## src/intel_hex_record_parser_core_macros.svh

```systemverilog
// Assertion macros shared by the parser RTL.
`ifndef INTEL_HEX_RECORD_PARSER_CORE_MACROS_SVH
`define INTEL_HEX_RECORD_PARSER_CORE_MACROS_SVH

`ifndef ASSERT_OFF
`define IHEX_ASSERT(lbl, clk, rst_n, prop, msg) \
    lbl: assert property (@(posedge clk) disable iff (!rst_n) (prop)) else $error(msg);
`define IHEX_ASSERT_ALWAYS(lbl, clk, prop, msg) \
    lbl: assert property (@(posedge clk) (prop)) else $error(msg);
`else
`define IHEX_ASSERT(lbl, clk, rst_n, prop, msg)
`define IHEX_ASSERT_ALWAYS(lbl, clk, prop, msg)
`endif

`endif

```

## src/ihex_pkg.sv

```systemverilog
package ihex_pkg;

    localparam int DEF_MAX_LINE_CHARS = 1024;

    localparam logic [7:0] CHAR_LF    = 8'h0A;
    localparam logic [7:0] CHAR_COLON = 8'h3A;

    localparam logic [7:0] REC_DATA = 8'h00;
    localparam logic [7:0] REC_EOF  = 8'h01;
    localparam logic [7:0] REC_ELA  = 8'h04;
    localparam logic [7:0] REC_SLA  = 8'h05;

    localparam int HDR_CHARS = 11;

    typedef enum logic [2:0] {
        KIND_DATA = 3'd0,
        KIND_DONE = 3'd1,
        KIND_DROP = 3'd2,
        KIND_EXEC = 3'd3,
        KIND_EOF  = 3'd4
    } t_kind;

    typedef struct packed {
        t_kind       kind;
        logic [31:0] address;
        logic [7:0]  byte_value;
        logic [7:0]  record_length;
    } t_result;

    function automatic logic [3:0] hex_nibble(input logic [7:0] c);
        logic [3:0] n;
        n = 4'd0;
        if (c inside {[8'h30:8'h39]}) begin
            n = c[3:0];
        end else if (c inside {[8'h41:8'h46], [8'h61:8'h66]}) begin
            n = 4'(c[3:0] + 4'd9);
        end
        return n;
    endfunction

endpackage

```

## src/ihex_line.sv

```systemverilog
`include "intel_hex_record_parser_core_macros.svh"

module ihex_line #(
    parameter int MAX_LINE_CHARS = ihex_pkg::DEF_MAX_LINE_CHARS
) (
    input  logic              i_clk,
    input  logic              i_rst_n,
    input  logic              i_accept,
    input  logic [7:0]        i_char,
    output logic              o_res_valid,
    output ihex_pkg::t_result o_res
);
    import ihex_pkg::*;

    localparam int CW = $clog2(MAX_LINE_CHARS + 1);
    localparam int LW = (CW > 9) ? CW + 1 : 10;

    logic [CW-1:0] r_char_count, n_char_count;
    logic          r_start_ok, n_start_ok;
    logic [7:0]    r_length, n_length;
    logic [15:0]   r_offset, n_offset;
    logic [7:0]    r_type, n_type;
    logic [15:0]   r_accum, n_accum;
    logic [7:0]    r_byte_index, n_byte_index;
    logic [31:0]   r_first, n_first;
    logic [31:0]   r_base, n_base;
    logic          r_finished, n_finished;

    logic [15:0]   accum_next;
    logic [7:0]    cur_byte;
    logic [LW-1:0] len2;
    logic [LW-1:0] room;
    logic          line_ok;

    always_comb begin
        n_char_count = r_char_count;
        n_start_ok   = r_start_ok;
        n_length     = r_length;
        n_offset     = r_offset;
        n_type       = r_type;
        n_accum      = r_accum;
        n_byte_index = r_byte_index;
        n_first      = r_first;
        n_base       = r_base;
        n_finished   = r_finished;
        o_res_valid  = 1'b0;
        o_res.kind          = KIND_DONE;
        o_res.address       = 32'd0;
        o_res.byte_value    = 8'd0;
        o_res.record_length = r_length;

        accum_next = {r_accum[11:0], hex_nibble(i_char)};
        cur_byte   = accum_next[7:0];
        len2       = LW'({r_length, 1'b0});
        room       = LW'(r_char_count) - LW'(HDR_CHARS - 1);
        line_ok    = r_start_ok && (r_char_count >= CW'(HDR_CHARS - 1)) && (len2 <= room);

        if (i_accept && !r_finished) begin
            if (i_char == CHAR_LF) begin
                o_res_valid = 1'b1;
                if (!line_ok) begin
                    o_res.kind = KIND_DROP;
                end else if (r_type == REC_EOF) begin
                    o_res.kind = KIND_EOF;
                    n_finished = 1'b1;
                end else if (r_type == REC_SLA) begin
                    o_res.kind    = KIND_EXEC;
                    o_res.address = r_first;
                end else begin
                    if (r_type == REC_ELA) begin
                        n_base = {r_first[31:16], 16'd0};
                    end
                end
                n_char_count = '0;
                n_start_ok   = 1'b0;
                n_length     = 8'd0;
                n_offset     = 16'd0;
                n_type       = 8'd0;
                n_accum      = 16'd0;
                n_byte_index = 8'd0;
                n_first      = 32'd0;
            end else if (r_char_count < CW'(MAX_LINE_CHARS)) begin
                n_char_count = r_char_count + CW'(1);
                if (r_char_count == '0) begin
                    n_start_ok = (i_char == CHAR_COLON);
                end else begin
                    n_accum = accum_next;
                    if (r_char_count == CW'(2)) begin
                        n_length = cur_byte;
                    end else if (r_char_count == CW'(6)) begin
                        n_offset = accum_next;
                    end else if (r_char_count == CW'(8)) begin
                        n_type = cur_byte;
                    end else if (r_char_count >= CW'(10) && !r_char_count[0]) begin
                        if (r_byte_index < r_length) begin
                            case (r_byte_index)
                                8'd0:    n_first[31:24] = cur_byte;
                                8'd1:    n_first[23:16] = cur_byte;
                                8'd2:    n_first[15:8]  = cur_byte;
                                8'd3:    n_first[7:0]   = cur_byte;
                                default: n_first        = r_first;
                            endcase
                            if (r_type == REC_DATA) begin
                                o_res_valid      = 1'b1;
                                o_res.kind       = KIND_DATA;
                                o_res.address    = r_base + {16'd0, r_offset}
                                                 + {24'd0, r_byte_index};
                                o_res.byte_value = cur_byte;
                            end
                        end
                        if (r_byte_index != 8'hFF) begin
                            n_byte_index = r_byte_index + 8'd1;
                        end
                    end
                end
            end
        end
    end

    always_ff @(posedge i_clk) begin
        if (!i_rst_n) begin
            r_char_count <= '0;
            r_start_ok   <= 1'b0;
            r_length     <= 8'd0;
            r_offset     <= 16'd0;
            r_type       <= 8'd0;
            r_accum      <= 16'd0;
            r_byte_index <= 8'd0;
            r_first      <= 32'd0;
            r_base       <= 32'd0;
            r_finished   <= 1'b0;
        end else begin
            r_char_count <= n_char_count;
            r_start_ok   <= n_start_ok;
            r_length     <= n_length;
            r_offset     <= n_offset;
            r_type       <= n_type;
            r_accum      <= n_accum;
            r_byte_index <= n_byte_index;
            r_first      <= n_first;
            r_base       <= n_base;
            r_finished   <= n_finished;
        end
    end

    `IHEX_ASSERT(a_finished_sticky, i_clk, i_rst_n,
                 r_finished |=> r_finished, "end of file flag cleared")
    `IHEX_ASSERT(a_data_only_type0, i_clk, i_rst_n,
                 (o_res_valid && o_res.kind == KIND_DATA) |-> (r_type == REC_DATA),
                 "data beat from non-data record")
    `IHEX_ASSERT(a_count_bounded, i_clk, i_rst_n,
                 r_char_count <= CW'(MAX_LINE_CHARS), "line counter overran")
    `IHEX_ASSERT(a_silent_after_eof, i_clk, i_rst_n,
                 r_finished |-> !o_res_valid, "result after end of file")

endmodule

```

## src/ihex_obuf.sv

```systemverilog
`include "intel_hex_record_parser_core_macros.svh"

module ihex_obuf (
    input  logic              i_clk,
    input  logic              i_rst_n,
    input  logic              i_push,
    input  ihex_pkg::t_result i_res,
    output logic              o_push_ready,
    output logic              o_valid,
    input  logic              i_ready,
    output ihex_pkg::t_result o_res
);
    import ihex_pkg::*;

    logic    r_main_valid, n_main_valid;
    logic    r_skid_valid, n_skid_valid;
    t_result r_main, n_main;
    t_result r_skid, n_skid;
    logic    pop;

    always_comb begin
        pop          = r_main_valid && i_ready;
        n_main_valid = r_main_valid;
        n_skid_valid = r_skid_valid;
        n_main       = r_main;
        n_skid       = r_skid;
        if (r_skid_valid) begin
            if (pop) begin
                n_main       = r_skid;
                n_skid_valid = 1'b0;
            end
        end else if (i_push) begin
            if (!r_main_valid || pop) begin
                n_main       = i_res;
                n_main_valid = 1'b1;
            end else begin
                n_skid       = i_res;
                n_skid_valid = 1'b1;
            end
        end else if (pop) begin
            n_main_valid = 1'b0;
        end
    end

    always_ff @(posedge i_clk) begin
        if (!i_rst_n) begin
            r_main_valid <= 1'b0;
            r_skid_valid <= 1'b0;
        end else begin
            r_main_valid <= n_main_valid;
            r_skid_valid <= n_skid_valid;
        end
    end

    always_ff @(posedge i_clk) begin
        r_main <= n_main;
        r_skid <= n_skid;
    end

    assign o_push_ready = !r_skid_valid;
    assign o_valid      = r_main_valid;
    assign o_res        = r_main;

    `IHEX_ASSERT(a_skid_needs_main, i_clk, i_rst_n, r_skid_valid |-> r_main_valid, "skid full with main empty")
    `IHEX_ASSERT(a_empty_no_skid, i_clk, i_rst_n, !r_main_valid |=> !r_skid_valid, "skid filled past empty main")
    `IHEX_ASSERT(a_stall_to_skid, i_clk, i_rst_n, (i_push && r_main_valid && !i_ready && !r_skid_valid) |=> r_skid_valid, "stalled beat lost")

endmodule

```

## src/intel_hex_record_parser_core.sv

```systemverilog
// Intel HEX parser: takes one character of hex text per beat, every cycle while
// the input is not stalled, and gives at most one result per character. Data
// bytes of type 00 records leave as soon as their second digit arrives; the
// newline gives record done, dropped (discard that record's bytes), exec address
// or end of file, after which input is swallowed until reset. Throughput is one
// character per clock while not stalled, set by the line decoder, which decodes
// combinationally. A main and a skid beat at the output catch a result while the
// sink stalls; once both are held the input stalls until the cycle after the sink takes a beat.
module intel_hex_record_parser_core #(
    parameter int MAX_LINE_CHARS = ihex_pkg::DEF_MAX_LINE_CHARS
) (
    input  logic        i_clk,
    input  logic        i_rst_n,
    input  logic        i_s_axis_tvalid,
    output logic        o_s_axis_tready,
    input  logic [7:0]  i_s_axis_tdata,   // char_in[7:0]
    output logic        o_m_axis_tvalid,
    input  logic        i_m_axis_tready,
    output logic [47:0] o_m_axis_tdata,   // address[31:0], byte_value[39:32], record_length[47:40]
    output logic [2:0]  o_m_axis_tuser    // kind[2:0]
);
    import ihex_pkg::*;

    logic    accept;
    logic    res_valid;
    t_result res;
    t_result out_res;

    assign accept = i_s_axis_tvalid && o_s_axis_tready;

    ihex_line #(
        .MAX_LINE_CHARS(MAX_LINE_CHARS)
    ) u_line (
        .i_clk       (i_clk),
        .i_rst_n     (i_rst_n),
        .i_accept    (accept),
        .i_char      (i_s_axis_tdata),
        .o_res_valid (res_valid),
        .o_res       (res)
    );

    ihex_obuf u_obuf (
        .i_clk        (i_clk),
        .i_rst_n      (i_rst_n),
        .i_push       (res_valid),
        .i_res        (res),
        .o_push_ready (o_s_axis_tready),
        .o_valid      (o_m_axis_tvalid),
        .i_ready      (i_m_axis_tready),
        .o_res        (out_res)
    );

    assign o_m_axis_tdata = {out_res.record_length, out_res.byte_value, out_res.address};
    assign o_m_axis_tuser = out_res.kind;

endmodule
```

## config.mk

```make
export PLATFORM = sky130hd
export DESIGN_NAME = intel_hex_record_parser_core
export DESIGN_NICKNAME = d
export VERILOG_FILES = /design/src/ihex_pkg.sv /design/src/ihex_line.sv /design/src/ihex_obuf.sv /design/src/intel_hex_record_parser_core.sv
export VERILOG_INCLUDE_DIRS = /design/src /design/src/src
export SDC_FILE = /design/constraint.sdc
export NUM_CORES = 1
export LEC_CHECK = 0
export BUFFER_PORTS_ARGS = -buffer_cell sky130_fd_sc_hd__buf_2
export CAP_MARGIN = 30
export CORE_ASPECT_RATIO = 1.1
export CORE_MARGIN = 8
export CORE_UTILIZATION = 57
export CTS_BUF_LIST = sky130_fd_sc_hd__clkbuf_2 sky130_fd_sc_hd__clkbuf_4 sky130_fd_sc_hd__clkbuf_8
export DETAILED_ROUTE_END_ITERATION = 8
export PLACE_DENSITY = 0.84
export SLEW_MARGIN = 15
export SYNTH_ARGS = -nofsm -noshare
export SYNTH_HDL_FRONTEND = slang
export SYNTH_SLANG_ARGS = --single-unit
```

## constraint.sdc

```tcl
create_clock -name i_clk -period 4.85 [get_ports i_clk]
set_clock_uncertainty 0.2 [all_clocks]
set_input_delay 0.2425 -clock i_clk [delete_from_list [all_inputs] [get_ports i_clk]]
set_output_delay 0.2425 -clock i_clk [all_outputs]
set_load 0.05 [all_outputs]
```

==> results_dict.tcl <==
set metrics [dict create \
    crit_buf_inv 2 \
    cap_violations 0 \
    dieArea_um2 22970 \
    antenna_found_initial 0 \
    yosysWarnings 0 \
    critPathCaptureType "flip-flop" \
    synth.area.mux_share_pct 4.600 \
    routed_wl_um 24780 \
    dp_hpwl_um 16790 \
    ys_ff_latch 217 \
    synthTopCellsByArea "edfxtp_1, dfxtp_1, nand2_1, mux2i_1, ha_1" \
    cts_resized 0 \
    synth_cells 1066 \
    die-height_um 158.2 \
    peakVddDrop_mv 0.1508 \
    yosys.area_share.simple_pct 18.49 \
    setup_violations 0 \
    drt_iter0_markers 955 \
    h-tree-depth 2 \
    vias 8414 \
    hold_slack_ns 0.03396 \
    initial_core_util_pct 57.49 \
    grt_pass1_wl_um 40900 \
    synthArstFlopShare_pct 0 \
    synth_top_area_share_pct 29.25 \
    setup-tns-final_ns 0 \
    synth_area_um2 10470 \
    grt_pass1_vias 8097 \
    grt_max_degree 62 \
    viasPerCell 6.019 \
    port_buffers 64 \
    tightest_slew_ns 0.7851 \
    critical_path_required_ns 4.92 \
    synth_top_family_by_area "simple AND/OR/NAND/NOR gates" \
    clock_path_buffers 3 \
    arrival_ns 3.89 \
    critPathMaxFanout 32 \
    drv_slew 0 \
    cpLargestDelayFamily "compound AO/OA/AOI/OAI gates" \
    syn2layout_area_growth_pct 12.19 \
    fmax_mhz 261.4 \
    cp_common_cell "ha_1" \
    synthesis.nets 1116 \
    synth_xor_area_share_pct 3.513 \
    ioPinCount 65 \
    synth_flop_cell "dfxtp_1" \
    path_cells "inv_1 > ha_1 > nor2_1 > nor4_1 > xnor2_1 > ha_1 > and4_1 > a41o_1 > a21oi_1 > o21ai_2 > buf_4 > and2_1 > a221o_1" \
    synth_largest_area_cell "edfxtp_1" \
    path_class "reg -> reg" \
    synth-edff-count 102 \
    slowest_delay_ns 0.53 \
    leakagePower_nw 4.441 \
    min_path_type "in -> reg" \
    worstSkewPairLatency_ns 0.53 \
    synth-compound-area-share_pct 14.37 \
    cts_tree "done" \
    drc 0 \
    final_antenna_net_count 0 \
    syn-mean-instance-area_um2 9.824 \
    p_clk_share_pct 43.5 \
    layout_common_cells "nand2_1, dfxtp_1, edfxtp_1" \
    wire_per_inst_um 17.72 \
    yosys.area_share.adder_pct 4.612 \
    grt_remaining_overflow 0 \
    rows 52 \
    p_switching_w 0.0007588 \
    cts_sinks 217 \
    dr.pass1.iters 5 \
    relSlewSlack_pct 47.46 \
    slowest_stage "dfxtp_1" \
    min_period_ns 3.825 \
    coreArea_um2 18220 \
    yosysSeqAreaShare_pct 51.23 \
    rsz0062_at_grt "no" \
    power_per_cell_area_nw_per_um2 302.1 \
    final-hold-violation-count 0 \
    nets 1181 \
    path_clk_slew_ns 0.07 \
    combPwrFrac_pct 2.7 \
    synthDistinctLibCells 70 \
    track_usage_pct 21.52 \
    cts_buffers 35 \
    final_util_pct 64.49 \
    die_w_um 145.2 \
    sw_frac_of_total_pct 21.38 \
    drive_above_1_share_pct 14.72 \
    p_int_w 0.002790 \
    diodes 0 \
    post-route-period-util_pct 78.87 \
    start_kind "flip-flop" \
    status "completed" \
    root_buffer "clkbuf_8" \
    seq_power_share_pct 53.8 \
    gp_routability_congestion 0.9116 \
    final_common_cell "nand2_1" \
]
==> final cells by class <==
class,instances,area [um2]
sequential,217,5366
multi-input combinational,767,4793
clock buffer,56,658.1
inverter,28,105.1
timing repair buffer,82,490.5
fill,1393,6469
clock inverter,5,31.28
tap,243,304.0
==> sequential cells by signal (all words and copies together) (netlist names) <==
register             flops
u_line.r_accum          12
u_line.r_base           16
u_line.r_byte_index      8
u_line.r_char_count     11
u_line.r_finished        1
u_line.r_first          32
u_line.r_length          8
u_line.r_offset         16
u_line.r_start_ok        1
u_line.r_type            8
u_obuf.o_res            51
u_obuf.o_valid           1
u_obuf.r_skid           51
u_obuf.r_skid_valid      1
==> timing repair <==
action,in CTS,in global routing
endpoints found under the hold margin,2,0
hold buffers,1,0
setup buffers,0,0
==> logic make-up (layout without fill, tap and decap cells) <==
kind of cell               count (synthesis)  count (layout)
and+or+nand+nor                          408             408
AOI/OAI and AO/OA                        231             231
DFF                                      217             217
buffers and inverters                     82             171
muxes                                     48              48
xor gates and xnor gates                  42              42
adders and majority gates                 38              38
==> path summary, 6_finish.rpt <==
check	from	end	slack [ns]	cells past startpoint
hold / removal	i_s_axis_tdata[3]	u_line.r_start_ok	0.03	5
hold reg to reg	u_line.r_first[0]	u_line.r_first[0]	0.26	2
setup / recovery	u_line.r_char_count[2]	u_obuf.o_res[23]	1.03	13
setup reg to reg	u_line.r_char_count[2]	u_obuf.o_res[23]	1.03	13
==> worst reg2reg max path, cell delays in order (launching register included) <==
cell and delay, ns:
dfxtp_1 0.53, inv_1 0.21, ha_1 0.27, nor2_1 0.18
nor4_1 0.09, xnor2_1 0.14, ha_1 0.33, and4_1 0.21
a41o_1 0.22, a21oi_1 0.17, o21ai_2 0.11, buf_4 0.27
and2_1 0.29, a221o_1 0.33
==> routing by layer <==
layer / up-vias / wire length [um] / global-route usage (%)
met5: - / 0 / 0
met4: 0 / 759 / 8.581
met3: 56 / 1995 / 4.345
met2: 350 / 11710 / 36.55
met1: 4011 / 10310 / 26.60
li1: 3997 / - / -
==> Yosys cell counts, types with 7 or more instances <==
library cell  instances
xor2_1               26
a21oi_1              49
or2_2                10
o211ai_1             30
o21ai_0              49
nand2b_1              7
nor4_1                7
mux2i_1              47
nor2_1               83
nand2_1             147
nand4_1              20
nor2b_1              11
xnor2_1              16
nand3_1              70
ha_1                 37
and2_1               13
dfxtp_1             115
and3_1                9
a211oi_1             13
a21o_1               19
clkbuf_1             39
o22ai_1              16
edfxtp_1            102
o2111ai_1             7
inv_1                27
a31oi_1               9
buf_2                11
==> power groups by stage <==
stage | clock network, W | registers [W] | logic, W
after floorplan | 0 | 0.00195 | 0.0000595
after global placement | 0 | 0.00195 | 0.0000886
after detailed placement | 0 | 0.00195 | 0.0000897
after CTS | 0.00157 | 0.00191 | 0.0000909
after global routing | 0.00165 | 0.00191 | 0.000102
final | 0.00154 | 0.00191 | 0.0000941
==> through the flow <==
step | instances | worst slack, ns | cell area (um2) | power, W
3_5_place_dp | 1334 | 1.061 | 11030 | 0.002039
3_3_place_gp | 1334 | 1.194 | 11030 | 0.002037
4_1_cts | 1396 | 0.9915 | 11730 | 0.003567
2_1_floorplan | 1066 | 0.9427 | 10480 | 0.002007
5_1_grt | 1398 | 0.7955 | 11750 | 0.003662
6_report | 1398 | 1.025 | 11750 | 0.003549
Power figures use the tool's default switching activity.
